<file path="src/rtl/core/circle_pair_collision_response_unit_assert.svh">
// Assertion macros shared by the collision response unit.
`ifndef CIRCLE_PAIR_COLLISION_RESPONSE_UNIT_ASSERT_SVH
`define CIRCLE_PAIR_COLLISION_RESPONSE_UNIT_ASSERT_SVH

// Same-cycle implication, disabled while reset is asserted.
`define CPCR_ASSERT_NOW(label, clk, rst_n, ante, cons, msg) \
  label: assert property (@(posedge clk) disable iff (!rst_n) (ante) |-> (cons)) \
    else $error(msg);

// Next-cycle implication, disabled while reset is asserted.
`define CPCR_ASSERT_NEXT(label, clk, rst_n, ante, cons, msg) \
  label: assert property (@(posedge clk) disable iff (!rst_n) (ante) |=> (cons)) \
    else $error(msg);

`endif

</file>
<file path="src/rtl/core/cpcr_pkg.sv">
// Types, codes and fixed pipeline constants of the collision response unit.
package cpcr_pkg;

  localparam logic [13:0] RADIUS_RESET = 14'd3072;
  localparam logic [15:0] RESTITUTION_RESET = 16'd64225;

  // Register indexes on the configuration port.
  localparam logic REG_RADIUS = 1'b0;
  localparam logic REG_RESTITUTION = 1'b1;

  localparam int unsigned D2_W = 30;

  // Back-end pipeline layout (stage register indexes).
  localparam int unsigned SQRT_STEPS = 31;
  localparam int unsigned ROOT_W = 31;
  localparam int unsigned SQ_REM_W = 33;
  localparam int unsigned D2_PAIRS = 15;
  localparam int unsigned IDIV_STEPS = 19;
  localparam int unsigned PDIV_STEPS = 16;
  localparam int unsigned SQ_END = SQRT_STEPS;
  localparam int unsigned I_RND = 3;
  localparam int unsigned I_END = I_RND + IDIV_STEPS;
  localparam int unsigned P_MUL = SQ_END + 1;
  localparam int unsigned P_RND = P_MUL + 1;
  localparam int unsigned P_END = P_RND + PDIV_STEPS;
  localparam int unsigned FRONT_STAGES = 2;

  typedef struct packed {
    logic signed [19:0] first_x;
    logic signed [19:0] first_y;
    logic signed [15:0] first_vx;
    logic signed [15:0] first_vy;
    logic signed [19:0] second_x;
    logic signed [19:0] second_y;
    logic signed [15:0] second_vx;
    logic signed [15:0] second_vy;
    logic               first_live;
    logic               second_live;
  } cpcr_in_t;

  typedef struct packed {
    logic signed [19:0] new_first_x;
    logic signed [19:0] new_first_y;
    logic signed [15:0] new_first_vx;
    logic signed [15:0] new_first_vy;
    logic signed [19:0] new_second_x;
    logic signed [19:0] new_second_y;
    logic signed [15:0] new_second_vx;
    logic signed [15:0] new_second_vy;
    logic               overlapped;
    logic               impulse_done;
  } cpcr_out_t;

  typedef struct packed {
    logic [13:0] contact_radius;
    logic [15:0] restitution;
  } cpcr_cfg_t;

  // One classified pair as it waits in the queue.
  typedef struct packed {
    cpcr_in_t         item;
    logic             contact;
    logic             approach;
    logic [1:0]       axis_neg;
    logic [1:0][14:0] axis_abs;
    logic [D2_W-1:0]  d2;
    logic [31:0]      mdot;
  } cpcr_job_t;

endpackage

</file>
<file path="src/rtl/core/cpcr_queue.sv">
// Short queue of classified pairs between the front and back ends.
module cpcr_queue import cpcr_pkg::*; #(
  parameter int unsigned DEPTH = 4
) (
  input  logic      clk_i,
  input  logic      rst_ni,
  input  logic      push_valid_i,
  output logic      push_ready_o,
  input  cpcr_job_t push_data_i,
  output logic      pop_valid_o,
  input  logic      pop_ready_i,
  output cpcr_job_t pop_data_o
);

  localparam int unsigned PTR_W = (DEPTH > 1) ? $clog2(DEPTH) : 1;
  localparam int unsigned CNT_W = $clog2(DEPTH + 1);

  cpcr_job_t        store_q [DEPTH];
  logic [PTR_W-1:0] wr_ptr_q, rd_ptr_q;
  logic [CNT_W-1:0] count_q;
  logic             full, empty, push, pop;

  assign full  = (count_q == CNT_W'(DEPTH));
  assign empty = (count_q == '0);
  assign push  = push_valid_i && !full;
  assign pop   = pop_ready_i && !empty;

  always_ff @(posedge clk_i or negedge rst_ni) begin
    if (!rst_ni) begin
      wr_ptr_q <= '0;
      rd_ptr_q <= '0;
      count_q  <= '0;
    end else begin
      if (push) wr_ptr_q <= (wr_ptr_q == PTR_W'(DEPTH - 1)) ? '0 : wr_ptr_q + 1'b1;
      if (pop)  rd_ptr_q <= (rd_ptr_q == PTR_W'(DEPTH - 1)) ? '0 : rd_ptr_q + 1'b1;
      case ({push, pop})
        2'b10:   count_q <= count_q + 1'b1;
        2'b01:   count_q <= count_q - 1'b1;
        default: count_q <= count_q;
      endcase
    end
  end

  always_ff @(posedge clk_i) begin
    if (push) store_q[wr_ptr_q] <= push_data_i;
  end

  assign push_ready_o = !full;
  assign pop_valid_o  = !empty;
  assign pop_data_o   = store_q[rd_ptr_q];

endmodule

</file>
<file path="config.mk">
export PLATFORM = sky130hd
export DESIGN_NAME = cpcr_queue
export DESIGN_NICKNAME = d
export VERILOG_FILES = /design/src/rtl/core/circle_pair_collision_response_unit_assert.svh /design/src/rtl/core/cpcr_pkg.sv /design/src/rtl/core/cpcr_queue.sv
export SDC_FILE = /design/constraint.sdc
export NUM_CORES = 1
export LEC_CHECK = 0
export BUFFER_PORTS_ARGS = -buffer_cell sky130_fd_sc_hd__buf_2
export CAP_MARGIN = 20
export CORE_UTILIZATION = 35
export DETAILED_ROUTE_END_ITERATION = 16
export PLACE_DENSITY_LB_ADDON = 0.08
export SLEW_MARGIN = 20
export SYNTH_ARGS = -nofsm -noshare
export SYNTH_HDL_FRONTEND = slang
export SYNTH_SLANG_ARGS = --single-unit
</file>
<file path="constraint.sdc">
create_clock -name clk_i -period 8.67 [get_ports clk_i]
set_input_delay 1.3005 -clock clk_i [delete_from_list [all_inputs] [get_ports clk_i]]
set_output_delay 1.3005 -clock clk_i [all_outputs]
set_load 0.01 [all_outputs]
</file>
# Word-level counts from Yosys, hierarchy flattened
# Memories as Yosys holds them, arrays and structs flattened.
# Index checks and enable logic that the tools add are counted.
dict set report word_totals {
  reg_bits 7
  latchBits 0
  ramBits 968
  romBits 0
  input_bits 246
  output_inout_bits 244
  memories 1
}
dict set report op_classes {
  n_addsub 4
  multipliers 0
  n_div 0
  order_cmp 0
  n_eq_ne 5
  shifts 0
  muxes 5
  bitwise_logic 0
  reduce_logical 6
}
# memory words width rd rd_clocked_by_memory_dff wr line
set mem_list {}
lappend mem_list {store_q 4 242 1 0 1 cpcr_queue.sv:18} ;# cpcr_job_t store_q [DEPTH];
# cell n
set ops {}
lappend ops {{== test 2 bit, second input constant} 3}
lappend ops {{one-hot mux 3 bit (2 select lines)} 1}
lappend ops {{adder 2 x 1 -> 2 bit, second input constant} 2}
lappend ops {{two-way mux 2 bit} 2}
lappend ops {{adder 3 x 1 -> 3 bit, second input constant} 1}
lappend ops {{== test 3 bit, second input constant} 1}
lappend ops {{logical NOT 3 bit} 1}
lappend ops {{subtractor 3 x 1 -> 3 bit, second input constant} 1}
lappend ops {{== test 2 x 1 -> 1 bit, second input constant} 1}
lappend ops {{logical AND 1 bit} 2}
lappend ops {{logical NOT 1 bit} 2}
lappend ops {{two-way mux 1 bit} 2}
lappend ops {{nonzero test 2 bit} 1}

# Depth between registers and ports, before layout
dict set report depth {
  ltp_word 5
  ltp_mapped 9
  mapped_depth_nobuf 9
}

# Least setup slack after synthesis
# OpenSTA, ideal clock, no wires.
dict set report synth_path {
  path_kind {in2reg}
  from {input port push_valid_i}
  to {memory store_q[3][0] in the netlist's numbering (enable)}
  setup_time_ns 0.635
  arrival_ns 6.866
  required_time_ns 8.035
  setup_slack_ns 1.169
  path_stages 1
  n_path_buf 0
  path_cell_list {and3_1}
}
dict set report synth_via {
  elab_chain_cells 3
}
# item line
set synth_rtl {}
lappend synth_rtl {{start: declaration} cpcr_queue.sv:7} ;# input logic push_valid_i,
lappend synth_rtl {{logical AND 1 bit} cpcr_queue.sv:25} ;# assign push = push_valid_i && !full;
lappend synth_rtl {{two-way mux 1 bit} cpcr_queue.sv:45} ;# if (push) store_q[wr_ptr_q] <= push_data_i;
lappend synth_rtl {{two-way mux 1 bit (implied by the code)} cpcr_queue.sv:45}
lappend synth_rtl {{end: declaration} cpcr_queue.sv:18}
# Every way passes these cells.

==> impl_metrics.env <==
export IMPL_postSynthCellCount=1305
export IMPL_critical_path_top_delay_family="flip-flops"
export IMPL_route_detailed_drc=0
export IMPL_layout_worst_path_cycle_share=0.516
export IMPL_detailedRoute_firstPassIterationCount=4
export IMPL_setup_violations_final=0
export IMPL_path_max_fanout=93
export IMPL_placed_area_um2=39300
export IMPL_worst_slew_margin_rel=0.349
export IMPL_start_kind="flip-flop"
export IMPL_floorplan_die_width_um=320
export IMPL_synth_fp_nets=1558
export IMPL_grt_pass1_vias=16960
export IMPL_grt_setup_unrepaired="no"
export IMPL_crit_chain="buf_12 -> mux4_2 -> buf_2"
export IMPL_detailed_place_hpwl_um=44900
export IMPL_path_type_of_the_worst_setup_path="reg2out"
export IMPL_gp_congestion=0.681
export IMPL_ant_nets=0
export IMPL_worstSetupEndpointType="primary output"
export IMPL_power_ir_vdd_worst_mv=0.237
export IMPL_layout_nets=2116
export IMPL_tightestPinTransition_ns=0.976
export IMPL_synth_top_cells_by_count="sky130_fd_sc_hd__edfxtp_1, sky130_fd_sc_hd__mux4_2, sky130_fd_sc_hd__buf_2"
export IMPL_fraction_of_final_layout_cells_with_drive_strength_greater_than_1=0.460
export IMPL_synth_top_cell_area_share=0.823
export IMPL_timing_final_max_slew_violations=0
export IMPL_status="completed"
export IMPL_critPathSlowestCell="sky130_fd_sc_hd__dfrtp_4"
export IMPL_root_buffer="sky130_fd_sc_hd__clkbuf_16"
export IMPL_fp_row_count=116
export IMPL_yosysSeqAreaShare=0.828
export IMPL_tritoncts="yes"
export IMPL_fin_setup_tns_ns=0
export IMPL_clock_sink_count=975
export IMPL_cts_repair_resized=0
export IMPL_core_area_um2=100000
export IMPL_num_fill_cells=8738
export IMPL_crit_arrival_ns=3.18
export IMPL_grt_max_degree=124
export IMPL_crit_path_max_incr_delay_ns=0.90
export IMPL_async_reset_ff_frac=0.00718
export IMPL_largest_clock_skew_in_the_final_design_ns=0.0214
export IMPL_cp_data_required_time_ns=7.37
export IMPL_timing_hold_violations_final=0
export IMPL_die_h_um=320
export IMPL_global_route_usage_total=0.151
export IMPL_clk_latency_ns=0.67
export IMPL_area_growth_syn_to_layout_pct=20.4
export IMPL_dr_total_vias=15644
export IMPL_synth_ff_latch_count=975
export IMPL_max_cap_viol_count=0
export IMPL_synth_enable_flop_cells=968
export IMPL_yosys_warnings=0
export IMPL_grt_overflow_total=0
export IMPL_timing_hold_worst_class="reg2reg"
export IMPL_post_synth_top_count_cell="sky130_fd_sc_hd__edfxtp_1"
export IMPL_yosys_most_used_dff="sky130_fd_sc_hd__edfxtp_1"
export IMPL_path_clk_slew_ns=0.06
export IMPL_ctsHtreeMaxLevel=3
export IMPL_mappedNetlistArea_um2=35300
export IMPL_initial_utilization=0.353
export IMPL_timing_final_crit_period_ns=4.48
export IMPL_drt_iter0_drc=882
export IMPL_numCtsBuffers=106
export IMPL_syn_avg_cell_area_um2=27.1
export IMPL_cp_buffers_inverters=2
export IMPL_postLayoutCellArea_um2=42500
export IMPL_power_per_cell_area_nw_per_um2=349
export IMPL_post_detailed_route_wirelength_per_cell_um=23.6
export IMPL_max_clock_path_buffers=3
export IMPL_max_freq_mhz=223
export IMPL_synth_top_cells_by_area="sky130_fd_sc_hd__edfxtp_1, sky130_fd_sc_hd__mux4_2, sky130_fd_sc_hd__buf_6"
export IMPL_boundaryPins=490
export IMPL_cts_setup_buffers=0
export IMPL_detail_route_wirelength_um=76800
export IMPL_portBuffers=489
export IMPL_antenna_violations_before_repair=27
export IMPL_yosysUniqueCellTypes=20
export IMPL_drt_vias_per_instance=4.81
export IMPL_grt_pass1_wl_um=113000
export IMPL_static_leakage_power_nw=14.2
export IMPL_die_area_um2=102000
export IMPL_synth_area_leader_cell="sky130_fd_sc_hd__edfxtp_1"
export IMPL_cts_hold_buffers=0
## cell type report
| type | instances | area [um2] | share of cell area |
|---|---|---|---|
| multi-input combinational | 269 | 5700 | 0.134 |
| antenna | 3 | 7.51 | 0.000176 |
| clock buffer | 135 | 2910 | 0.0684 |
| tap | 1298 | 1620 | 0.0382 |
| inverter | 6 | 22.5 | 0.000529 |
| clock inverter | 60 | 339 | 0.00797 |
| timing repair buffer | 505 | 2680 | 0.0630 |
| sequential | 975 | 29300 | 0.688 |
## worst reg2reg max path: stages (launching register included)
cell and delay, ns:
sky130_fd_sc_hd__dfrtp_1 0.39, sky130_fd_sc_hd__or3b_1 0.30, sky130_fd_sc_hd__and3_4 0.49, sky130_fd_sc_hd__buf_4 0.68, sky130_fd_sc_hd__buf_4 0.85
## registers in the layout, indices dropped and copies added (netlist names)
name	cells
wr_ptr_q	2
store_q	968
count_q	3
rd_ptr_q	2
## per-stage QoR
stage	cells	setup slack (ns)	util	hold slack, ns	power (mW)
floorplan	1305	1.17	-	0.448	9.42
global placement	3053	4.66	0.393	0.465	11.0
detailed placement	3053	4.70	0.393	0.469	11.0
CTS	3248	3.98	0.425	0.422	15.2
global route	3248	3.88	0.425	0.439	15.6
finish	3251	4.19	0.425	0.473	14.9
## path summary, 6_finish.rpt
kind / depth (start not counted) / endpoint / startpoint / slack, ns
min in group asynchronous: 1 / count_q[1] / rst_ni / 0.48
min: 1 / count_q[2] / count_q[2] / 0.47
max: 3 / pop_data_o[96] / rd_ptr_q[0] / 4.19
min reg2reg: 1 / count_q[2] / count_q[2] / 0.47
max reg2reg: 4 / store_q[2][102] / count_q[2] / 5.53
max in group asynchronous: 1 / rd_ptr_q[0] / rst_ni / 7.97
## power by group
group / switching (mW) / internal, mW / leakage (nW)
Combinational: 2.41 / 1.82 / 3.70
Clock: 1.73 / 2.44 / 1.60
Sequential: 0.240 / 6.22 / 8.94
Total: 4.39 / 10.5 / 14.2
## cells by family (layout without fill, tap and decap cells)
| kind of cell | count (synthesis) | in the layout | synth area share |
|---|---|---|---|
| AND/OR/NAND/NOR | 12 | 12 | 0.00177 |
| XOR/XNOR | 3 | 3 | 0.000744 |
| adder cells (fa/ha/maj) | 7 | 7 | 0.00269 |
| AO/OA/AOI/OAI | 1 | 1 | 0.000141 |
| flip-flops | 975 | 975 | 0.828 |
| other | 0 | 3 | 0 |
| buffers and inverters | 61 | 706 | 0.0116 |
| multiplexers | 246 | 246 | 0.156 |
## cells in the final DEF, fill, tap and decap left out
cell and count:
sky130_fd_sc_hd__dfrtp_1 5, sky130_fd_sc_hd__o21ai_0 1, sky130_fd_sc_hd__ha_1 6, sky130_fd_sc_hd__buf_4 7, sky130_fd_sc_hd__edfxtp_1 968, sky130_fd_sc_hd__or3b_1 1, sky130_fd_sc_hd__buf_2 489, sky130_fd_sc_hd__or3_1 1
sky130_fd_sc_hd__mux2_2 4, sky130_fd_sc_hd__clkbuf_16 113, sky130_fd_sc_hd__fa_1 1, sky130_fd_sc_hd__dfrtp_4 2, sky130_fd_sc_hd__xnor2_1 1, sky130_fd_sc_hd__clkbuf_1 22, sky130_fd_sc_hd__nand2_1 3, sky130_fd_sc_hd__bufinv_16 3
sky130_fd_sc_hd__clkinvlp_4 2, sky130_fd_sc_hd__nor2_1 3, sky130_fd_sc_hd__buf_12 9, sky130_fd_sc_hd__inv_1 6, sky130_fd_sc_hd__clkinv_2 22, sky130_fd_sc_hd__mux4_2 242, sky130_fd_sc_hd__clkinv_1 33, sky130_fd_sc_hd__and3_4 4
sky130_fd_sc_hd__diode_2 3, sky130_fd_sc_hd__xor2_1 2
## routing by layer
metal | up-vias | routed length (um) | global-route usage
li1 | 6825 | - | -
met1 | 8179 | 29900 | 0.181
met2 | 439 | 38500 | 0.252
met3 | 161 | 6350 | 0.0586
met4 | 40 | 1870 | 0.0418
met5 | - | 236 | 0
No activity file was read; power rests on OpenSTA's default activity.
