===== config.mk =====
export PLATFORM = sky130hd
export DESIGN_NAME = cpcr_front
export DESIGN_NICKNAME = d
export VERILOG_FILES = /design/src/rtl/core/circle_pair_collision_response_unit_assert.svh /design/src/rtl/core/cpcr_pkg.sv /design/src/rtl/core/cpcr_front.sv
export SDC_FILE = /design/constraint.sdc
export NUM_CORES = 2
export LEC_CHECK = 0
export BUFFER_PORTS_ARGS = -buffer_cell sky130_fd_sc_hd__buf_2
export CORE_MARGIN = 4
export CORE_UTILIZATION = 45
export DETAILED_ROUTE_END_ITERATION = 10
export PLACE_DENSITY_LB_ADDON = 0.25
export SLEW_MARGIN = 40
export SYNTH_ARGS = -nofsm -noshare
export SYNTH_HDL_FRONTEND = slang
export SYNTH_SLANG_ARGS = --single-unit

===== constraint.sdc =====
create_clock -name clk_i -period 8.8 [get_ports clk_i]
set_input_delay 0.88 -clock clk_i [delete_from_list [all_inputs] [get_ports clk_i]]
set_output_delay 0.88 -clock clk_i [all_outputs]
set_load 0.02 [all_outputs]

===== src/rtl/core/circle_pair_collision_response_unit_assert.svh =====
// Assertion macros shared by the collision response unit.
`ifndef CIRCLE_PAIR_COLLISION_RESPONSE_UNIT_ASSERT_SVH
`define CIRCLE_PAIR_COLLISION_RESPONSE_UNIT_ASSERT_SVH

// Same-cycle implication, disabled while reset is asserted.
`define CPCR_ASSERT_NOW(label, clk, rst_n, ante, cons, msg) \
  label: assert property (@(posedge clk) disable iff (!rst_n) (ante) |-> (cons)) \
    else $error(msg);

// Next-cycle implication, disabled while reset is asserted.
`define CPCR_ASSERT_NEXT(label, clk, rst_n, ante, cons, msg) \
  label: assert property (@(posedge clk) disable iff (!rst_n) (ante) |=> (cons)) \
    else $error(msg);

`endif


===== src/rtl/core/cpcr_pkg.sv =====
// Types, codes and fixed pipeline constants of the collision response unit.
package cpcr_pkg;

  localparam logic [13:0] RADIUS_RESET = 14'd3072;
  localparam logic [15:0] RESTITUTION_RESET = 16'd64225;

  // Register indexes on the configuration port.
  localparam logic REG_RADIUS = 1'b0;
  localparam logic REG_RESTITUTION = 1'b1;

  localparam int unsigned D2_W = 30;

  // Back-end pipeline layout (stage register indexes).
  localparam int unsigned SQRT_STEPS = 31;
  localparam int unsigned ROOT_W = 31;
  localparam int unsigned SQ_REM_W = 33;
  localparam int unsigned D2_PAIRS = 15;
  localparam int unsigned IDIV_STEPS = 19;
  localparam int unsigned PDIV_STEPS = 16;
  localparam int unsigned SQ_END = SQRT_STEPS;
  localparam int unsigned I_RND = 3;
  localparam int unsigned I_END = I_RND + IDIV_STEPS;
  localparam int unsigned P_MUL = SQ_END + 1;
  localparam int unsigned P_RND = P_MUL + 1;
  localparam int unsigned P_END = P_RND + PDIV_STEPS;
  localparam int unsigned FRONT_STAGES = 2;

  typedef struct packed {
    logic signed [19:0] first_x;
    logic signed [19:0] first_y;
    logic signed [15:0] first_vx;
    logic signed [15:0] first_vy;
    logic signed [19:0] second_x;
    logic signed [19:0] second_y;
    logic signed [15:0] second_vx;
    logic signed [15:0] second_vy;
    logic               first_live;
    logic               second_live;
  } cpcr_in_t;

  typedef struct packed {
    logic signed [19:0] new_first_x;
    logic signed [19:0] new_first_y;
    logic signed [15:0] new_first_vx;
    logic signed [15:0] new_first_vy;
    logic signed [19:0] new_second_x;
    logic signed [19:0] new_second_y;
    logic signed [15:0] new_second_vx;
    logic signed [15:0] new_second_vy;
    logic               overlapped;
    logic               impulse_done;
  } cpcr_out_t;

  typedef struct packed {
    logic [13:0] contact_radius;
    logic [15:0] restitution;
  } cpcr_cfg_t;

  // One classified pair as it waits in the queue.
  typedef struct packed {
    cpcr_in_t         item;
    logic             contact;
    logic             approach;
    logic [1:0]       axis_neg;
    logic [1:0][14:0] axis_abs;
    logic [D2_W-1:0]  d2;
    logic [31:0]      mdot;
  } cpcr_job_t;

endpackage


===== src/rtl/core/cpcr_front.sv =====
// Front end: takes pairs, runs the exact contact and approach tests.
module cpcr_front import cpcr_pkg::*; (
  input  logic      clk_i,
  input  logic      rst_ni,
  input  cpcr_cfg_t cfg_i,
  input  logic      in_valid_i,
  output logic      in_ready_o,
  input  cpcr_in_t  in_data_i,
  output logic      job_valid_o,
  input  logic      job_ready_i,
  output cpcr_job_t job_o
);

  logic signed [20:0] dx, dy;
  logic signed [16:0] dvx, dvy;
  logic signed [41:0] sqx, sqy;
  logic signed [37:0] px, py;

  logic               a_vld_q;
  cpcr_in_t           a_item_q;
  logic signed [20:0] a_dx_q, a_dy_q;
  logic [40:0]        a_sqx_q, a_sqy_q;
  logic signed [37:0] a_px_q, a_py_q;
  logic [27:0]        a_rr_q;

  logic               b_vld_q;
  cpcr_job_t          b_job_q;
  logic               a_ready, b_ready;

  logic [41:0]        d2, lim;
  logic signed [38:0] dot;
  logic [38:0]        mdot_full;
  logic [20:0]        adx_full, ady_full;
  cpcr_job_t          job_d;

  assign dx  = 21'(in_data_i.second_x) - 21'(in_data_i.first_x);
  assign dy  = 21'(in_data_i.second_y) - 21'(in_data_i.first_y);
  assign dvx = 17'(in_data_i.second_vx) - 17'(in_data_i.first_vx);
  assign dvy = 17'(in_data_i.second_vy) - 17'(in_data_i.first_vy);
  assign sqx = dx * dx;
  assign sqy = dy * dy;
  assign px  = dvx * dx;
  assign py  = dvy * dy;

  assign b_ready    = !b_vld_q || job_ready_i;
  assign a_ready    = !a_vld_q || b_ready;
  assign in_ready_o = a_ready;

  always_ff @(posedge clk_i or negedge rst_ni) begin
    if (!rst_ni) begin
      a_vld_q <= 1'b0;
      b_vld_q <= 1'b0;
    end else begin
      if (a_ready) a_vld_q <= in_valid_i;
      if (b_ready) b_vld_q <= a_vld_q;
    end
  end

  always_ff @(posedge clk_i) begin
    if (a_ready && in_valid_i) begin
      a_item_q <= in_data_i;
      a_dx_q   <= dx;
      a_dy_q   <= dy;
      a_sqx_q  <= sqx[40:0];
      a_sqy_q  <= sqy[40:0];
      a_px_q   <= px;
      a_py_q   <= py;
      a_rr_q   <= cfg_i.contact_radius * cfg_i.contact_radius;
    end
    if (b_ready && a_vld_q) begin
      b_job_q <= job_d;
    end
  end

  // Contact needs 0 < d2 < (2r)^2; approach is a non-positive normal speed.
  assign d2        = {1'b0, a_sqx_q} + {1'b0, a_sqy_q};
  assign lim       = {12'd0, a_rr_q, 2'b00};
  assign dot       = 39'(a_px_q) + 39'(a_py_q);
  assign mdot_full = 39'(-dot);
  assign adx_full  = a_dx_q[20] ? 21'(-a_dx_q) : 21'(a_dx_q);
  assign ady_full  = a_dy_q[20] ? 21'(-a_dy_q) : 21'(a_dy_q);

  always_comb begin
    job_d             = '0;
    job_d.item        = a_item_q;
    job_d.contact     = a_item_q.first_live && a_item_q.second_live &&
                        (d2 != '0) && (d2 < lim);
    job_d.approach    = dot[38] || (dot == '0);
    job_d.axis_neg[0] = a_dx_q[20];
    job_d.axis_neg[1] = a_dy_q[20];
    job_d.axis_abs[0] = adx_full[14:0];
    job_d.axis_abs[1] = ady_full[14:0];
    job_d.d2          = d2[D2_W-1:0];
    job_d.mdot        = mdot_full[31:0];
  end

  assign job_valid_o = b_vld_q;
  assign job_o       = b_job_q;

endmodule


# Yosys cells after proc, flatten, opt, wreduce, memory -nomap -nowiden

Cells that the tools add are included.

Output and inout port bits: 244
Bits in registers: 618
Word-level logic and storage cells: 65
Input port bits: 180

Reduce and logical (&&, ||, !) cells: 12
Order comparisons: 1
$mul: 5
Add/sub/neg operators: 9
Multiplexer cells: 2

Operators with widths:

| cell               | number |
|---|---|
| $mul 21x21->41     | 2 |
| $mul 17x21->38     | 2 |
| $add 41x41->42     | 1 |
| $lt 42x30->1       | 1 |
| $reduce_bool 42->1 | 1 |
| $sub 20x20->21     | 2 |
| $add 38x38->39     | 1 |
| $logic_not 39->1   | 1 |
| $sub 16x16->17     | 2 |
| $neg 32->32        | 1 |
| $mux 15            | 2 |
| $neg 15->15        | 2 |
| $mul 14x14->28     | 1 |
| $logic_and 1x1->1  | 5 |
| $logic_or 1x1->1   | 3 |
| $logic_not 1->1    | 2 |

# Depth between registers and ports, before layout

Depth after elaboration: 4
Depth in mapped cells: 44
Depth with buffers taken out: 43

# Worst setup path before layout

No wires, ideal clock.

Path type: input-to-reg
Start: input in_data_i[54] (netlist bit)
End: register a_sqx_q[39] (data pin)
Cell stages on the path: 39
Buffers on the path: 2
Setup slack: -1.396 ns
Arrival time: 9.939 ns
Path through: inv_1 -> ha_1 -> inv_1 -> fa_1 -> a21o_1 -> a21oi_1 -> o21bai_1 -> a21oi_1 -> o21ai_0 -> a211oi_1 -> o21bai_1 -> a21oi_1 -> xnor2_1 -> inv_1 -> clkbuf_1 -> nor2_1 -> fa_1 -> fa_1 -> [3 not listed] -> inv_1 -> fa_1 -> fa_1 -> fa_1 -> ha_1 -> clkbuf_1 -> a21o_1 -> a21o_1 -> a221oi_1 -> a31oi_1 -> or4b_2 -> a31oi_1 -> a21oi_1 -> o221ai_1 -> or4_1 -> a31o_2 -> a21oi_1 -> xnor2_1

Word-level cells in the longest chain between the ends: 2

Ends and longest elaborated chain:

| item                 | line             | RTL |
|---|---|---|
| from (decl)          | cpcr_front.sv:8  | `input cpcr_in_t in_data_i,` |
| $sub 20x20->21       | cpcr_front.sv:36 | `assign dx = 21'(in_data_i.second_x) - 21'(in_data_i.first_x);` |
| $mul 21x21->41       | cpcr_front.sv:40 | `assign sqx = dx * dx;` |
| named net sqx[39]    | cpcr_front.sv:16 | `logic signed [41:0] sqx, sqy;` |
| to (signal assigned) | cpcr_front.sv:64 | `a_sqx_q <= sqx[40:0];` |
| to (decl)            | cpcr_front.sv:22 | `logic [40:0] a_sqx_q, a_sqy_q;` |

The timed path passes the listed nets, and every way through them passes these cells.
A chain may end at the register's enable or synchronous reset.

# Final worst setup path

Start: input in_data_i[18] (netlist bit)
End: register a_px_q[36] (data pin)

Word-level cells in the longest chain between the ends: 2

Ends and longest elaborated chain:

| item                 | line             | RTL |
|---|---|---|
| $sub 16x16->17       | cpcr_front.sv:38 | `assign dvx = 17'(in_data_i.second_vx) - 17'(in_data_i.first_vx);` |
| $mul 17x21->38       | cpcr_front.sv:42 | `assign px = dvx * dx;` |
| named net px[36]     | cpcr_front.sv:17 | `logic signed [37:0] px, py;` |
| to (signal assigned) | cpcr_front.sv:66 | `a_px_q <= px;` |
| to (decl)            | cpcr_front.sv:23 | `logic signed [37:0] a_px_q, a_py_q;` |

The timed path passes the listed nets, and every way through them passes these cells.

==> impl_metrics.csv <==
group,metric,value,unit
outcome,run_status,"finished with violations",
outcome,failed_checks,"negative setup slack",
die,chipHeight,444,µm
timing,setup_violations,13,
routing,detailroute.wirelength.met2,117,mm
logic_synthesis,async_reset_ff_frac,0.00332,
timing,setup_tns,-1.55,ns
timing,setup_ws,-0.320,ns
routing,initial_detailed_routing_violation_count,3615,
placement,detailed_place_hpwl,195,mm
die,die_area,197000,µm²
routing,route.detailed.drc,0,
logic_synthesis,proportion_of_netlist_area_held_by_the_largest_area_contributor,0.387,
setup_path,critical_path_peak_fanout,4,
setup_path,worstReg2RegEnd,"job_o[95]",
clock_network,htree_num_levels,3,
logic_synthesis,synth.distinct_cells,76,
global_route,overflow,0,
routing,met1_layer_wirelength_in_the_final_routing,93.9,mm
global_route,maximum_number_of_pins_on_one_net_before_global_route_repair,133,
logic_synthesis,post_synth_instance_area,85400,µm²
logic_synthesis,synth-edff-count,601,
routing,detailroute.wirelength.met3,14.5,mm
logic_synthesis,yosysWarnings,0,
global_route,overall_fraction_of_global_route_tracks_in_use,0.242,
setup_path,timing.setup.critical_path_class,"in2reg",
cells_and_area,postLayoutCoreUtil,0.552,
timing,timing.clock.skew,0.0348,ns
setup_path,critical_path.slowest_cell,"fa_1",
timing,worst-slew-pin-transition,0.893,ns
setup_path,setup_slack_reg_to_reg,2.91,ns
routing,finalWirelength,235,mm
routing,detailroute.via_count,62185,
setup_path,startpoint_type,"input port",
setup_path,cp_slowest_stage_delay,0.60,ns
routing,via_per_inst,5.07,
setup_path,worst_setup_path_startpoint,"in_data_i[18]",
clock_network,cts_tree,"yes",
clock_network,clk-insertion-delay-late,0.71,ns
routing,detail-route-antenna-nets,0,
logic_synthesis,seq_area_frac_synth,0.212,
clock_network,tritoncts_buffer_count,72,
timing,max-slew-margin-rel,0.405,
clock_network,clock_tree.root_cell,"clkbuf_16",
die,die_w,444,µm
setup_path,worst_setup_path_endpoint,"a_px_q[36]",
setup_path,path_common_cell,"fa_1",
cells_and_area,num-nets-final,12236,
setup_path,timing.reg2reg.worst_path_depth,21,
setup_path,cp.required,9.25,ns
placement,gp_congestion,0.926,
timing,final-hold-violation-count,0,
placement,portBuffers,407,
timing,timing.fmax,110,MHz
clock_network,worst_setup_hold_path_clk_slew,0.06,ns
logic_synthesis,synth_area_leader_cell,"fa_1",
routing,drtPass1Iterations,5,
cells_and_area,syn_to_final_growth,21.5,%
cells_and_area,final_layout_size_suffix_gt1_frac,0.219,
logic_synthesis,synth.avg_cell_area,10.2,µm²
routing,routed.top_layer,"met5",
global_route,grt_antenna_before_repair,7,
clock_network,clockBufferDepth,3,
global_route,first_global_vias,68240,
logic_synthesis,synth.top_cells.by_area,"fa_1, edfxtp_1, ha_1",
logic_synthesis,synthFlopType,"edfxtp_1",
timing,grt_setup_unrepaired,"yes",
die,initial_utilization,0.454,
clock_network,cts.sink_count,603,
timing,post-route-period-util,1.04,
global_route,grt_first_pass_wirelength,373,mm
setup_path,r2r_start,"a_sqx_q[3]",
timing,final_max_slew_viol_count,0,
logic_synthesis,syn_nets,10869,
hold_path,hold_path.class,"in2reg",
die,design.portCount,424,
die,core_area,188000,µm²
logic_synthesis,syn_inst,8351,
setup_path,worstSetupEndpointType,"flop",
setup_path,cp_data_arrival_time,9.57,ns
routing,route.detailed.wl_per_inst,19.1,µm
timing,post_layout_min_period,9.12,ns
die,std_cell_rows,159,
placement,dpl_worst_slack,-1.30,ns
logic_synthesis,yosys_register_bits,603,
job,maxCapViolCount,0,
-- registers in the layout, summed over array words and instances (netlist names) --
name         cells
job_o          242
a_item_q       146
a_sqx_q         39
a_sqy_q         39
a_px_q          38
a_py_q          38
a_rr_q          27
a_dx_q          16
a_dy_q          16
a_vld_q          1
job_valid_o      1
-- metal layers --
layer / GRT usage / vias up
met5: 0 / -
met4: 0.0859 / 2
met3: 0.0405 / 414
met2: 0.419 / 1697
met1: 0.308 / 31725
li1: - / 28347
-- placed cells by master (no fill, tap or decap), drive strengths merged, types with 83 or more instances in the layout --
| cell type | instances |
|---|---|
| buf | 1524 |
| nor2 | 600 |
| a21oi | 218 |
| ha | 687 |
| xor2 | 110 |
| o21ai | 136 |
| xnor2 | 276 |
| nand2 | 824 |
| inv | 2053 |
| and2 | 149 |
| fa | 1651 |
| clkbuf | 83 |
| edfxtp | 601 |
| a21o | 111 |
-- critical path: cells and delay by family --
family                     cells  cell delay, ns
and+or+nand+nor                4            0.44
buffers and inverters          9            0.74
AOI/OAI and AO/OA             17            3.45
adders and majority gates      9            3.93
xor gates and xnor gates       1            0.09
-- layout make-up --
cell class	instances	area (µm²)
Antenna cell	2	5.00
Clock buffer	81	1840
Clock inverter	47	513
Fill cell	16489	84400
Inverter	2058	7800
Multi-Input combinational cell	5455	61100
Sequential cell	603	18100
Tap cell	2495	3120
Timing Repair Buffer	1527	11300
Timing Repair inverter	1	11.3
-- metrics by stage --
| step | area [µm²] | hold slack [ns] | cells |
|---|---|---|---|
| 4_1_cts | 102000 | 0.292 | 12193 |
| 6_report | 104000 | 0.358 | 12269 |
| 5_1_grt | 104000 | 0.318 | 12268 |
| 3_3_place_gp | 98700 | 0.400 | 12034 |
| 2_1_floorplan | 86300 | 0.400 | 8351 |
| 3_5_place_dp | 98700 | 0.405 | 12034 |
-- logic make-up after synthesis --
logic type                 count (synthesis)  synth area share
AOI/OAI and AO/OA                        760            0.0579
buffers and inverters                   2293             0.101
xor gates and xnor gates                 386            0.0396
DFF                                      603             0.212
and+or+nand+nor                         1962             0.101
adders and majority gates               2338             0.488
muxes                                      9           0.00111
-- worst min path at each step --
stage | start | end | slack (ns) | cells past startpoint
after floorplan | a_item_q[4] | job_o[100] | 0.40 | 0
after global placement | a_item_q[106] | job_o[202] | 0.40 | 0
after detailed placement | a_item_q[62] | job_o[158] | 0.40 | 0
after CTS | in_data_i[140] | a_item_q[140] | 0.29 | 1
after global routing | in_data_i[106] | a_item_q[106] | 0.32 | 1
final | in_data_i[106] | a_item_q[106] | 0.36 | 1
-- Yosys cell counts, types with 75 or more instances --
master / count
edfxtp_1: 601
clkbuf_1: 221
o21ai_0: 136
xor2_1: 110
a21oi_1: 217
ha_1: 687
fa_1: 1651
nor2_1: 600
nor3_1: 75
and2_1: 149
xnor2_1: 276
a21o_1: 109
nand2_1: 824
inv_1: 2042
-- timing repair --
action                                  CTS  global route
pin swaps                                96           263
gates cloned                              0             3
hold buffers                              1             0
hold endpoints to repair                  2             0
setup buffers                            33            72
endpoints found under the setup margin   23            51
gates resized for setup                 126           352
Power is not shown: default switching activity piles up to over one toggle a cycle in this logic, so the estimate is an artifact.
