$ cat config.mk
export PLATFORM = sky130hd
export DESIGN_NAME = cpcr_cfg
export DESIGN_NICKNAME = d
export VERILOG_FILES = /design/src/rtl/core/circle_pair_collision_response_unit_assert.svh /design/src/rtl/core/cpcr_pkg.sv /design/src/rtl/core/cpcr_cfg.sv
export SDC_FILE = /design/constraint.sdc
export NUM_CORES = 1
export LEC_CHECK = 0
export BUFFER_PORTS_ARGS = -buffer_cell sky130_fd_sc_hd__buf_2
export CAP_MARGIN = 30
export CORE_UTILIZATION = 25
export CTS_CLUSTER_SIZE = 16
export DETAILED_ROUTE_END_ITERATION = 10
export PLACE_DENSITY = 0.52
export SETUP_SLACK_MARGIN = 0.1
export SLEW_MARGIN = 20
export SYNTH_ARGS = -nofsm -noshare
export SYNTH_HDL_FRONTEND = slang
export SYNTH_SLANG_ARGS = --single-unit
$ cat constraint.sdc
create_clock -name clk_i -period 0.8 [get_ports clk_i]
set_input_delay 0.08 -clock clk_i [delete_from_list [all_inputs] [get_ports clk_i]]
set_output_delay 0.08 -clock clk_i [all_outputs]
set_load 0.05 [all_outputs]
$ cat src/rtl/core/circle_pair_collision_response_unit_assert.svh
// Assertion macros shared by the collision response unit.
`ifndef CIRCLE_PAIR_COLLISION_RESPONSE_UNIT_ASSERT_SVH
`define CIRCLE_PAIR_COLLISION_RESPONSE_UNIT_ASSERT_SVH

// Same-cycle implication, disabled while reset is asserted.
`define CPCR_ASSERT_NOW(label, clk, rst_n, ante, cons, msg) \
  label: assert property (@(posedge clk) disable iff (!rst_n) (ante) |-> (cons)) \
    else $error(msg);

// Next-cycle implication, disabled while reset is asserted.
`define CPCR_ASSERT_NEXT(label, clk, rst_n, ante, cons, msg) \
  label: assert property (@(posedge clk) disable iff (!rst_n) (ante) |=> (cons)) \
    else $error(msg);

`endif

$ cat src/rtl/core/cpcr_pkg.sv
// Types, codes and fixed pipeline constants of the collision response unit.
package cpcr_pkg;

  localparam logic [13:0] RADIUS_RESET = 14'd3072;
  localparam logic [15:0] RESTITUTION_RESET = 16'd64225;

  // Register indexes on the configuration port.
  localparam logic REG_RADIUS = 1'b0;
  localparam logic REG_RESTITUTION = 1'b1;

  localparam int unsigned D2_W = 30;

  // Back-end pipeline layout (stage register indexes).
  localparam int unsigned SQRT_STEPS = 31;
  localparam int unsigned ROOT_W = 31;
  localparam int unsigned SQ_REM_W = 33;
  localparam int unsigned D2_PAIRS = 15;
  localparam int unsigned IDIV_STEPS = 19;
  localparam int unsigned PDIV_STEPS = 16;
  localparam int unsigned SQ_END = SQRT_STEPS;
  localparam int unsigned I_RND = 3;
  localparam int unsigned I_END = I_RND + IDIV_STEPS;
  localparam int unsigned P_MUL = SQ_END + 1;
  localparam int unsigned P_RND = P_MUL + 1;
  localparam int unsigned P_END = P_RND + PDIV_STEPS;
  localparam int unsigned FRONT_STAGES = 2;

  typedef struct packed {
    logic signed [19:0] first_x;
    logic signed [19:0] first_y;
    logic signed [15:0] first_vx;
    logic signed [15:0] first_vy;
    logic signed [19:0] second_x;
    logic signed [19:0] second_y;
    logic signed [15:0] second_vx;
    logic signed [15:0] second_vy;
    logic               first_live;
    logic               second_live;
  } cpcr_in_t;

  typedef struct packed {
    logic signed [19:0] new_first_x;
    logic signed [19:0] new_first_y;
    logic signed [15:0] new_first_vx;
    logic signed [15:0] new_first_vy;
    logic signed [19:0] new_second_x;
    logic signed [19:0] new_second_y;
    logic signed [15:0] new_second_vx;
    logic signed [15:0] new_second_vy;
    logic               overlapped;
    logic               impulse_done;
  } cpcr_out_t;

  typedef struct packed {
    logic [13:0] contact_radius;
    logic [15:0] restitution;
  } cpcr_cfg_t;

  // One classified pair as it waits in the queue.
  typedef struct packed {
    cpcr_in_t         item;
    logic             contact;
    logic             approach;
    logic [1:0]       axis_neg;
    logic [1:0][14:0] axis_abs;
    logic [D2_W-1:0]  d2;
    logic [31:0]      mdot;
  } cpcr_job_t;

endpackage

$ cat src/rtl/core/cpcr_cfg.sv
// APB-style configuration registers: contact radius and restitution.
module cpcr_cfg import cpcr_pkg::*; (
  input  logic        clk_i,
  input  logic        rst_ni,
  input  logic        psel,
  input  logic        penable,
  input  logic        pwrite,
  input  logic [2:0]  paddr,
  input  logic [31:0] pwdata,
  output logic [31:0] prdata,
  output logic        pready,
  output cpcr_cfg_t   cfg_o
);

  logic [13:0] radius_q;
  logic [15:0] restit_q;
  logic        wr_en;
  logic        reg_idx;

  assign wr_en   = psel && penable && pwrite;
  assign reg_idx = paddr[2];
  assign pready  = 1'b1;

  always_ff @(posedge clk_i or negedge rst_ni) begin
    if (!rst_ni) begin
      radius_q <= RADIUS_RESET;
      restit_q <= RESTITUTION_RESET;
    end else if (wr_en) begin
      case (reg_idx)
        REG_RADIUS:      radius_q <= pwdata[13:0];
        REG_RESTITUTION: restit_q <= pwdata[15:0];
        default: ;
      endcase
    end
  end

  always_comb begin
    case (reg_idx)
      REG_RADIUS:      prdata = {18'd0, radius_q};
      REG_RESTITUTION: prdata = {16'd0, restit_q};
      default:         prdata = '0;
    endcase
  end

  assign cfg_o.contact_radius = radius_q;
  assign cfg_o.restitution    = restit_q;

endmodule

# Word level (Yosys, flattened, before mapping)

Index checks and enable logic that the tools add are counted.

Register bits after elaboration: 30
Output and inout port bits: 63
Word-level logic and storage cells: 8

Mux-type cells: 1
Bitwise gates (word level): 1
Reductions and logical operators: 4

Operators with widths:

| kind              | number |
|---|---|
| $pmux 32 s2       | 1 |
| $reduce_and 2->1  | 2 |
| $logic_and 1x1->1 | 2 |
| $not 1->1         | 1 |

# Depth between registers and ports, before layout

Gate-level depths: netlist of the first run.

Depth after elaboration: 3
Depth in mapped cells: 4

# Worst setup path before layout of the first run

No wires, ideal clock.

Path kind: register to output
Start: register restit_q[14]
End: output prdata[14]
Data arrival time: 1147 ps
Slack: -427 ps
Stages on the path, launching flop included: 2
Buffers on the path: 0
Cell sequence: dfstp_2 and2_1

Word-level cells in the longest chain between the ends: 1

RTL lines:

| item                   | line           | text |
|---|---|---|
| start, declared        | cpcr_cfg.sv:16 | `logic [15:0] restit_q;` |
| start signal, assigned | cpcr_cfg.sv:31 | `REG_RESTITUTION: restit_q <= pwdata[15:0];` |
| $pmux 32 s2            | cpcr_cfg.sv:38 | `case (reg_idx)` |
| end, declared          | cpcr_cfg.sv:10 | `output logic [31:0] prdata,` |

No other way between the ends. The select of a mux whose other input is x is not followed.

# Worst setup path in the final report of the first run

Start: register restit_q[5]
End: output prdata[5]

Same word-level chain as after synthesis.

==> key figures, run 1 <==
Synthesis
  – Post-synthesis async set-or-reset flop share: 100%
  – Synthesized flop and latch total: 30
  – Top-count cell post-synth: mux2_2
  – Post-Syn Instances: 101
  – Synthesized area: 1530 µm²
  – Post-synth EDFFs: 0
  – Syn avg cell area: 15.2 µm²
  – Main flop type after synthesis: dfrtp_1
  – Sequential-to-total area share from yosys stat: 50.0%
  – Synth top area cells: dfrtp_1, mux2_2, dfstp_2, mux2_4, buf_4
  – Yosys cell types: 11
  – Post-synth top area cell: dfrtp_1
  – Top-area cell type share of the netlist area: 29.4%
  – Synth Warn #: 0
  – Most frequent cells after synthesis: mux2_2, dfrtp_1, buf_4

Global routing
  – Largest net degree at the start of global routing: 31
  – First-pass GRT wire length: approximately 6000 µm
  – Grt total ovfl: 0
  – Initial antenna violation count: 0
  – Gr usage total: 12.9%
  – Vias in the first global route: ~1200

Setup path
  – Crit path buf inv count: 1
  – Critical-path cell list: mux2_4 > buf_8
  – Data required time at the worst endpoint: 0.72 ns
  – Reg2reg setup slack: -0.17 ns
  – Crit-path leading delay family: flip-flops
  – Crit path kind: flop to output port
  – Worst Path Arrival: 1.13 ns
  – CP max FO: 3
  – Crit end category: output port
  – CP max-delay cell: dfstp_2
  – Startpoint Class: flop
  – Max incr delay on CP: 0.57 ns

STA
  – Worst setup margin: -0.411 ns
  – Fin. Hold Viols: 0
  – Clock Skews: 0 ns
  – Final setup fails: between 70 and 80
  – Worst-case hold slack: 0.0417 ns
  – Slew Viols, Final: 0
  – Tcrit/Tclk final: 151%
  – Fin crit period: between 1 and 1.5 ns
  – Highest clock rate: 826 MHz
  – RSZ-0062 raised after global routing: true

Clock network
  – Htree depth: 2
  – Clk buf depth: 2
  – CTS tree: yes
  – Root Driver: clkbuf_8
  – CTS Sinks: 30
  – Clock transition at path regs: 0.06 ns
  – Worst skew pair latency: 0.27 ns
  – Num CTS Buffers: 5

Finish
  – Share of cells above drive strength 1: 88.9%
  – Final nets: 255
  – Area delta synth->final: 98.6%
  – N_diodes: 0

Routing
  – Vias/cell: 4.05
  – Drc violations: 0
  – Post-route ant nets: 0
  – Vias: 1178
  – Drt first-iter violations: 16
  – First-pass iteration count of the detailed router: 3
  – Wire per inst: roughly 13 µm
  – WL final: ~4000 µm

Die
  – Die X: between 80 and 90 µm
  – Core ar.: roughly 6000 µm²
  – Die area: 6440 µm²
  – Ports: 103
  – Initial Utilization: between 20% and 30%
  – Die Y: 80.2 µm
  – Number of core rows: 28

Placement
  – Port buffer count: 67
  – DP Wirelength: 2580 µm
  – DP Worst Slack: -0.258 ns
  – GP Congestion: 0.711

Worst hold path
  – Worst Hold Class: input port to flop

Outcome
  – Status: complete, but fails checks
  – Violated checks: setup timing

Power
  – PD cells: 3050 nW/µm²
  – Maximum vdd drop: around 1400 µV
  – LEAKAGE: 1.55 nW

Job
  – MaxCap Viol Count: 0
[layout by cell type (no fill, tap or decap), drive strengths merged, types with 2 or more instances in the layout]
cell and instances:
dfrtp 18, dfstp 12, buf 112, and2 2, clkbuf 7, mux2 44
conb 17
[worst paths after layout]
path / from / end / depth (start not counted)
setup / recovery: restit_q[5]$_DFFE_PN1P_ / prdata[5] / 2
hold / removal: pwdata[15] / restit_q[15]$_DFFE_PN1P_ / 2
setup reg to reg: radius_q[6]$_DFFE_PN0P_ / radius_q[6]$_DFFE_PN0P_ / 3
hold reg to reg: restit_q[10]$_DFFE_PN0P_ / restit_q[10]$_DFFE_PN0P_ / 1
max in group asynchronous: rst_ni / restit_q[5]$_DFFE_PN1P_ / 3
min in group asynchronous: rst_ni / radius_q[2]$_DFFE_PN0P_ / 3
[sequential cells by signal (all words and copies together), names as in the netlist]
name      flops
radius_q     14
restit_q     16
[layer usage]
layer | vias to the layer above | GRT usage, % | part of all wire [%]
met3 | 8 | 2.73 | 4.4
met5 | - | 0 | 0
met4 | 0 | 5.89 | 1.7
li1 | 545 | - | -
met2 | 48 | 22.3 | 55
met1 | 577 | 15.2 | 39
[where the power goes]
| part | internal, mW | leakage (nW) | switching, mW |
|---|---|---|---|
| Clock | 0.693 | 0.0482 | 0.539 |
| Sequential | 1.98 | 0.328 | 0.276 |
| Combinational | 2.84 | 1.17 | 2.93 |
| Total | 5.52 | 1.55 | 3.75 |
[worst reg2reg max path, delay by kind of cell (launching register included)]
kind / cells / cell delay, ns
buffers and inverters: 2 / 0.23
DFF: 1 / 0.39
muxes: 1 / 0.24
[final cells by class]
class / count / area, µm²
clock buffers: 7 / 86.3
fillers: 499 / 2880
multi-input cells: 65 / 783
repair buffers: 113 / 1290
well taps: 75 / 93.8
flip-flops and latches: 30 / 782
clock inverters: 1 / 5.00
[through the flow]
step           area (µm²)  std cells  utilization [%]  setup TNS, ns  power, mW
6_report             3040        291             51.3         -16.12       9.27
5_1_grt              3040        291             51.3         -18.25       9.66
4_1_cts              2900        281             49.0         -15.82       9.01
3_5_place_dp         2220        261             37.5         -10.32       6.19
3_3_place_gp         2220        261             37.5          -9.91       6.17
2_1_floorplan        1730        116                -          -8.37       5.25
[what timing repair did]
item,4_1_cts,5_1_grt
endpoints found under the hold margin,30,0
gates resized for setup,147,27
pin swaps,2,0
hold buffers,1,0
buffers inserted,14,20
endpoints found under the setup margin,76,76
[cell families after synthesis]
kind of cell,count (synthesis),synth area share (%)
buffers and inverters,21,10.9
flip-flops,30,50.0
multiplexers,44,34.8
AND/OR/NAND/NOR,4,3.76
other,2,0.491
Note: power is estimated with default switching activity, not from simulation.
==> run 2: changes to the inputs <==
--- a/config.mk
+++ b/config.mk
@@ -7,10 +7,14 @@
 export LEC_CHECK = 0
 export BUFFER_PORTS_ARGS = -buffer_cell sky130_fd_sc_hd__buf_2
 export CAP_MARGIN = 30
-export CORE_UTILIZATION = 25
+export CELL_PAD_IN_SITES_DETAIL_PLACEMENT = 1
+export CELL_PAD_IN_SITES_GLOBAL_PLACEMENT = 2
+export CORE_UTILIZATION = 22
 export CTS_CLUSTER_SIZE = 16
 export DETAILED_ROUTE_END_ITERATION = 10
-export PLACE_DENSITY = 0.52
+export GPL_ROUTABILITY_DRIVEN = 0
+export PLACE_DENSITY = 0.72
+export RECOVER_POWER = 25
 export SETUP_SLACK_MARGIN = 0.1
 export SLEW_MARGIN = 20
 export SYNTH_ARGS = -nofsm -noshare
==> run 2 against run 1 <==
The flow still finishes with violations (setup timing). Final area shrank 1.9%. Largest cell class unchanged. First-iteration DRC count grew 13%. Worst setup slack gained 0.011 ns. Hold slack lost 0.0087 ns. Critical path type unchanged. Global-route usage shrank 0.83 points.
==> key figures, run 2 (synthesized netlist as in run 1, its figures left out) <==
Outcome
  – Status: complete, but fails checks
  – Violated checks: setup timing

Power
  – Clk pwr share: 13.6%
  – Cell-internal power: between 5 and 6 mW
  – Switch share: approximately 41%
  – LEAKAGE: 1.52 nW
  – PD cells: between 3000 and 4000 nW/µm²
  – Tot Pwr: a little over 9 mW
  – Net load switching power: roughly 3.7 mW
  – Maximum vdd drop: between 1000 and 1500 µV
  – Sequential power share: 24.6%
  – Combinational power share: 61.7%

Die
  – Die area: 7290 µm²
  – Die Y: 85.4 µm
  – Ports: between 100 and 150
  – Initial Utilization: a little under a quarter
  – Die X: 85.4 µm
  – Core ar.: 6760 µm²
  – Number of core rows: 30

Finish
  – Cell area after layout: between 2000 and 3000 µm²
  – Finished Layout Cells: between 200 and 300
  – Most frequent cells in the layout: mux2_4, buf_6, buf_8
  – Share of cells above drive strength 1: 88.9%
  – Area delta synth->final: 94.8%
  – Largest register FFs: 16
  – Final nets: 255
  – Most common cell after layout, fill and taps aside: mux2_4
  – Fill cells: 684
  – Core Util, Final: 44.1%
  – N_diodes: 0
  – Regs by FF count: restit_q: 16 flops, radius_q: 14 flops
  – Top reg by flops: restit_q

Routing
  – Drc violations: 0
  – First-pass iteration count of the detailed router: 4
  – Wire per inst: 14.4 µm
  – Vias/cell: around 4.1
  – Drt first-iter violations: 18
  – Vias: 1199
  – Post-route ant nets: 0
  – WL final: 4250 µm

Setup path
  – Crit path kind: flop to output port
  – Worst Path Arrival: about 1.1 ns
  – CP max FO: 2
  – Reg-to-Reg Start: radius_q[7]$_DFFE_PN0P_
  – Data required time at the worst endpoint: a little over 0.7 ns
  – Reg2reg setup slack: -0.21 ns
  – Startpoint Class: flop
  – Worst R2R Path Depth: 3
  – Crit end category: output port
  – Worst flop-to-flop path endpoint: radius_q[7]$_DFFE_PN0P_

STA
  – Tcrit/Tclk final: 150%
  – Worst setup margin: -0.400 ns
  – Final setup fails: 71
  – RSZ-0062 raised after global routing: true
  – Setup TNS: -16.41 ns
  – Slew Viols, Final: 0
  – Highest clock rate: 833 MHz
  – Fin. Hold Viols: 0
  – Fin crit period: 1.20 ns
  – Clock Skews: 0 ns

Placement
  – Cells after DPL: 272
  – Post-place instance area: 2270 µm²
  – DP Wirelength: 2960 µm
  – Port buffer count: 67

Global routing
  – Grt total ovfl: 0
  – Initial antenna violation count: 0
  – Largest net degree at the start of global routing: 31
  – Vias in the first global route: 1270
  – First-pass GRT wire length: 6550 µm
  – Gr usage total: between 10% and 20%

Clock network
  – Htree depth: 2
  – CTS Sinks: 30
  – Clk buf depth: 2
  – CTS tree: yes
  – Num CTS Buffers: 5
  – Worst skew pair latency: 0.28 ns
  – Clock transition at path regs: 0.06 ns
  – Root Driver: clkbuf_8

Worst hold path
  – Hold Path End: restit_q[15]$_DFFE_PN1P_
  – Worst hold stages: 2
  – Worst Hold Class: input port to flop
  – Worst Hold Launch: pwdata[15]

Job
  – MaxCap Viol Count: 0
## run 2: changes by cell type in the layout (fill, tap and decap cells not counted), sizes merged
cell    change
clkbuf      +1
buf         -1
## run 2: how the worst max path moves through the flow
stage                                   from  cells after the start                 endpoint  slack (ns)
finish               radius_q[4]$_DFFE_PN0P_                      2                prdata[4]       -0.40
global placement                    paddr[2]                      4  radius_q[1]$_DFFE_PN0P_       -0.26
floorplan           radius_q[10]$_DFFE_PN1P_                      1               prdata[10]       -0.26
global route        restit_q[12]$_DFFE_PN1P_                      2               prdata[12]       -0.44
detailed placement                  paddr[2]                      4  radius_q[0]$_DFFE_PN0P_       -0.28
CTS                  restit_q[0]$_DFFE_PN1P_                      2                prdata[0]       -0.41
## run 2: worst max-delay path, stage by stage, from the launching register on
cell and delay (ns):
dfrtp_2 0.41, mux2_4 0.29, buf_8 0.15
## run 2: power by group through the flow
stage	combinational [mW]	sequential [mW]	clock (mW)
6_report	5.62	2.24	1.24
5_1_grt	5.83	2.29	1.37
4_1_cts	5.40	2.24	1.32
3_5_place_dp	4.02	2.23	0
3_3_place_gp	4.00	2.21	0
2_1_floorplan	1.79	3.46	0
## run 2: per-layer routing
layer  track usage (%)  vias to the layer above  wire length, µm
met2              21.1                       54             2230
met5                 0                        -                0
met1              13.4                      594             1700
met4              3.94                        0               75
met3              4.77                        9              241
li1                  -                      542                -
## run 2: metrics by stage
stage	worst slack, ns	hold WS [ns]
6_report	-0.400	0.0330
5_1_grt	-0.439	0.0177
2_1_floorplan	-0.262	-0.216
3_3_place_gp	-0.258	0.0482
3_5_place_dp	-0.281	0.0452
4_1_cts	-0.409	0.0212
## run 2: area by class of cell
cell class	count	area (µm²)	area share (%)
clock inverters	1	5.00	0.168
well taps	80	100	3.36
multi-input cells	65	783	26.3
repair buffers	113	1220	41.1
flip-flops and latches	30	782	26.2
clock buffers	7	86.3	2.90
## run 2: repair_timing
action	CTS	global route
pin swaps	2	0
setup buffers	10	15
resized for setup	139	19
hold buffers	1	0
endpoints found under the setup margin	76	76
hold endpoints to repair	30	0
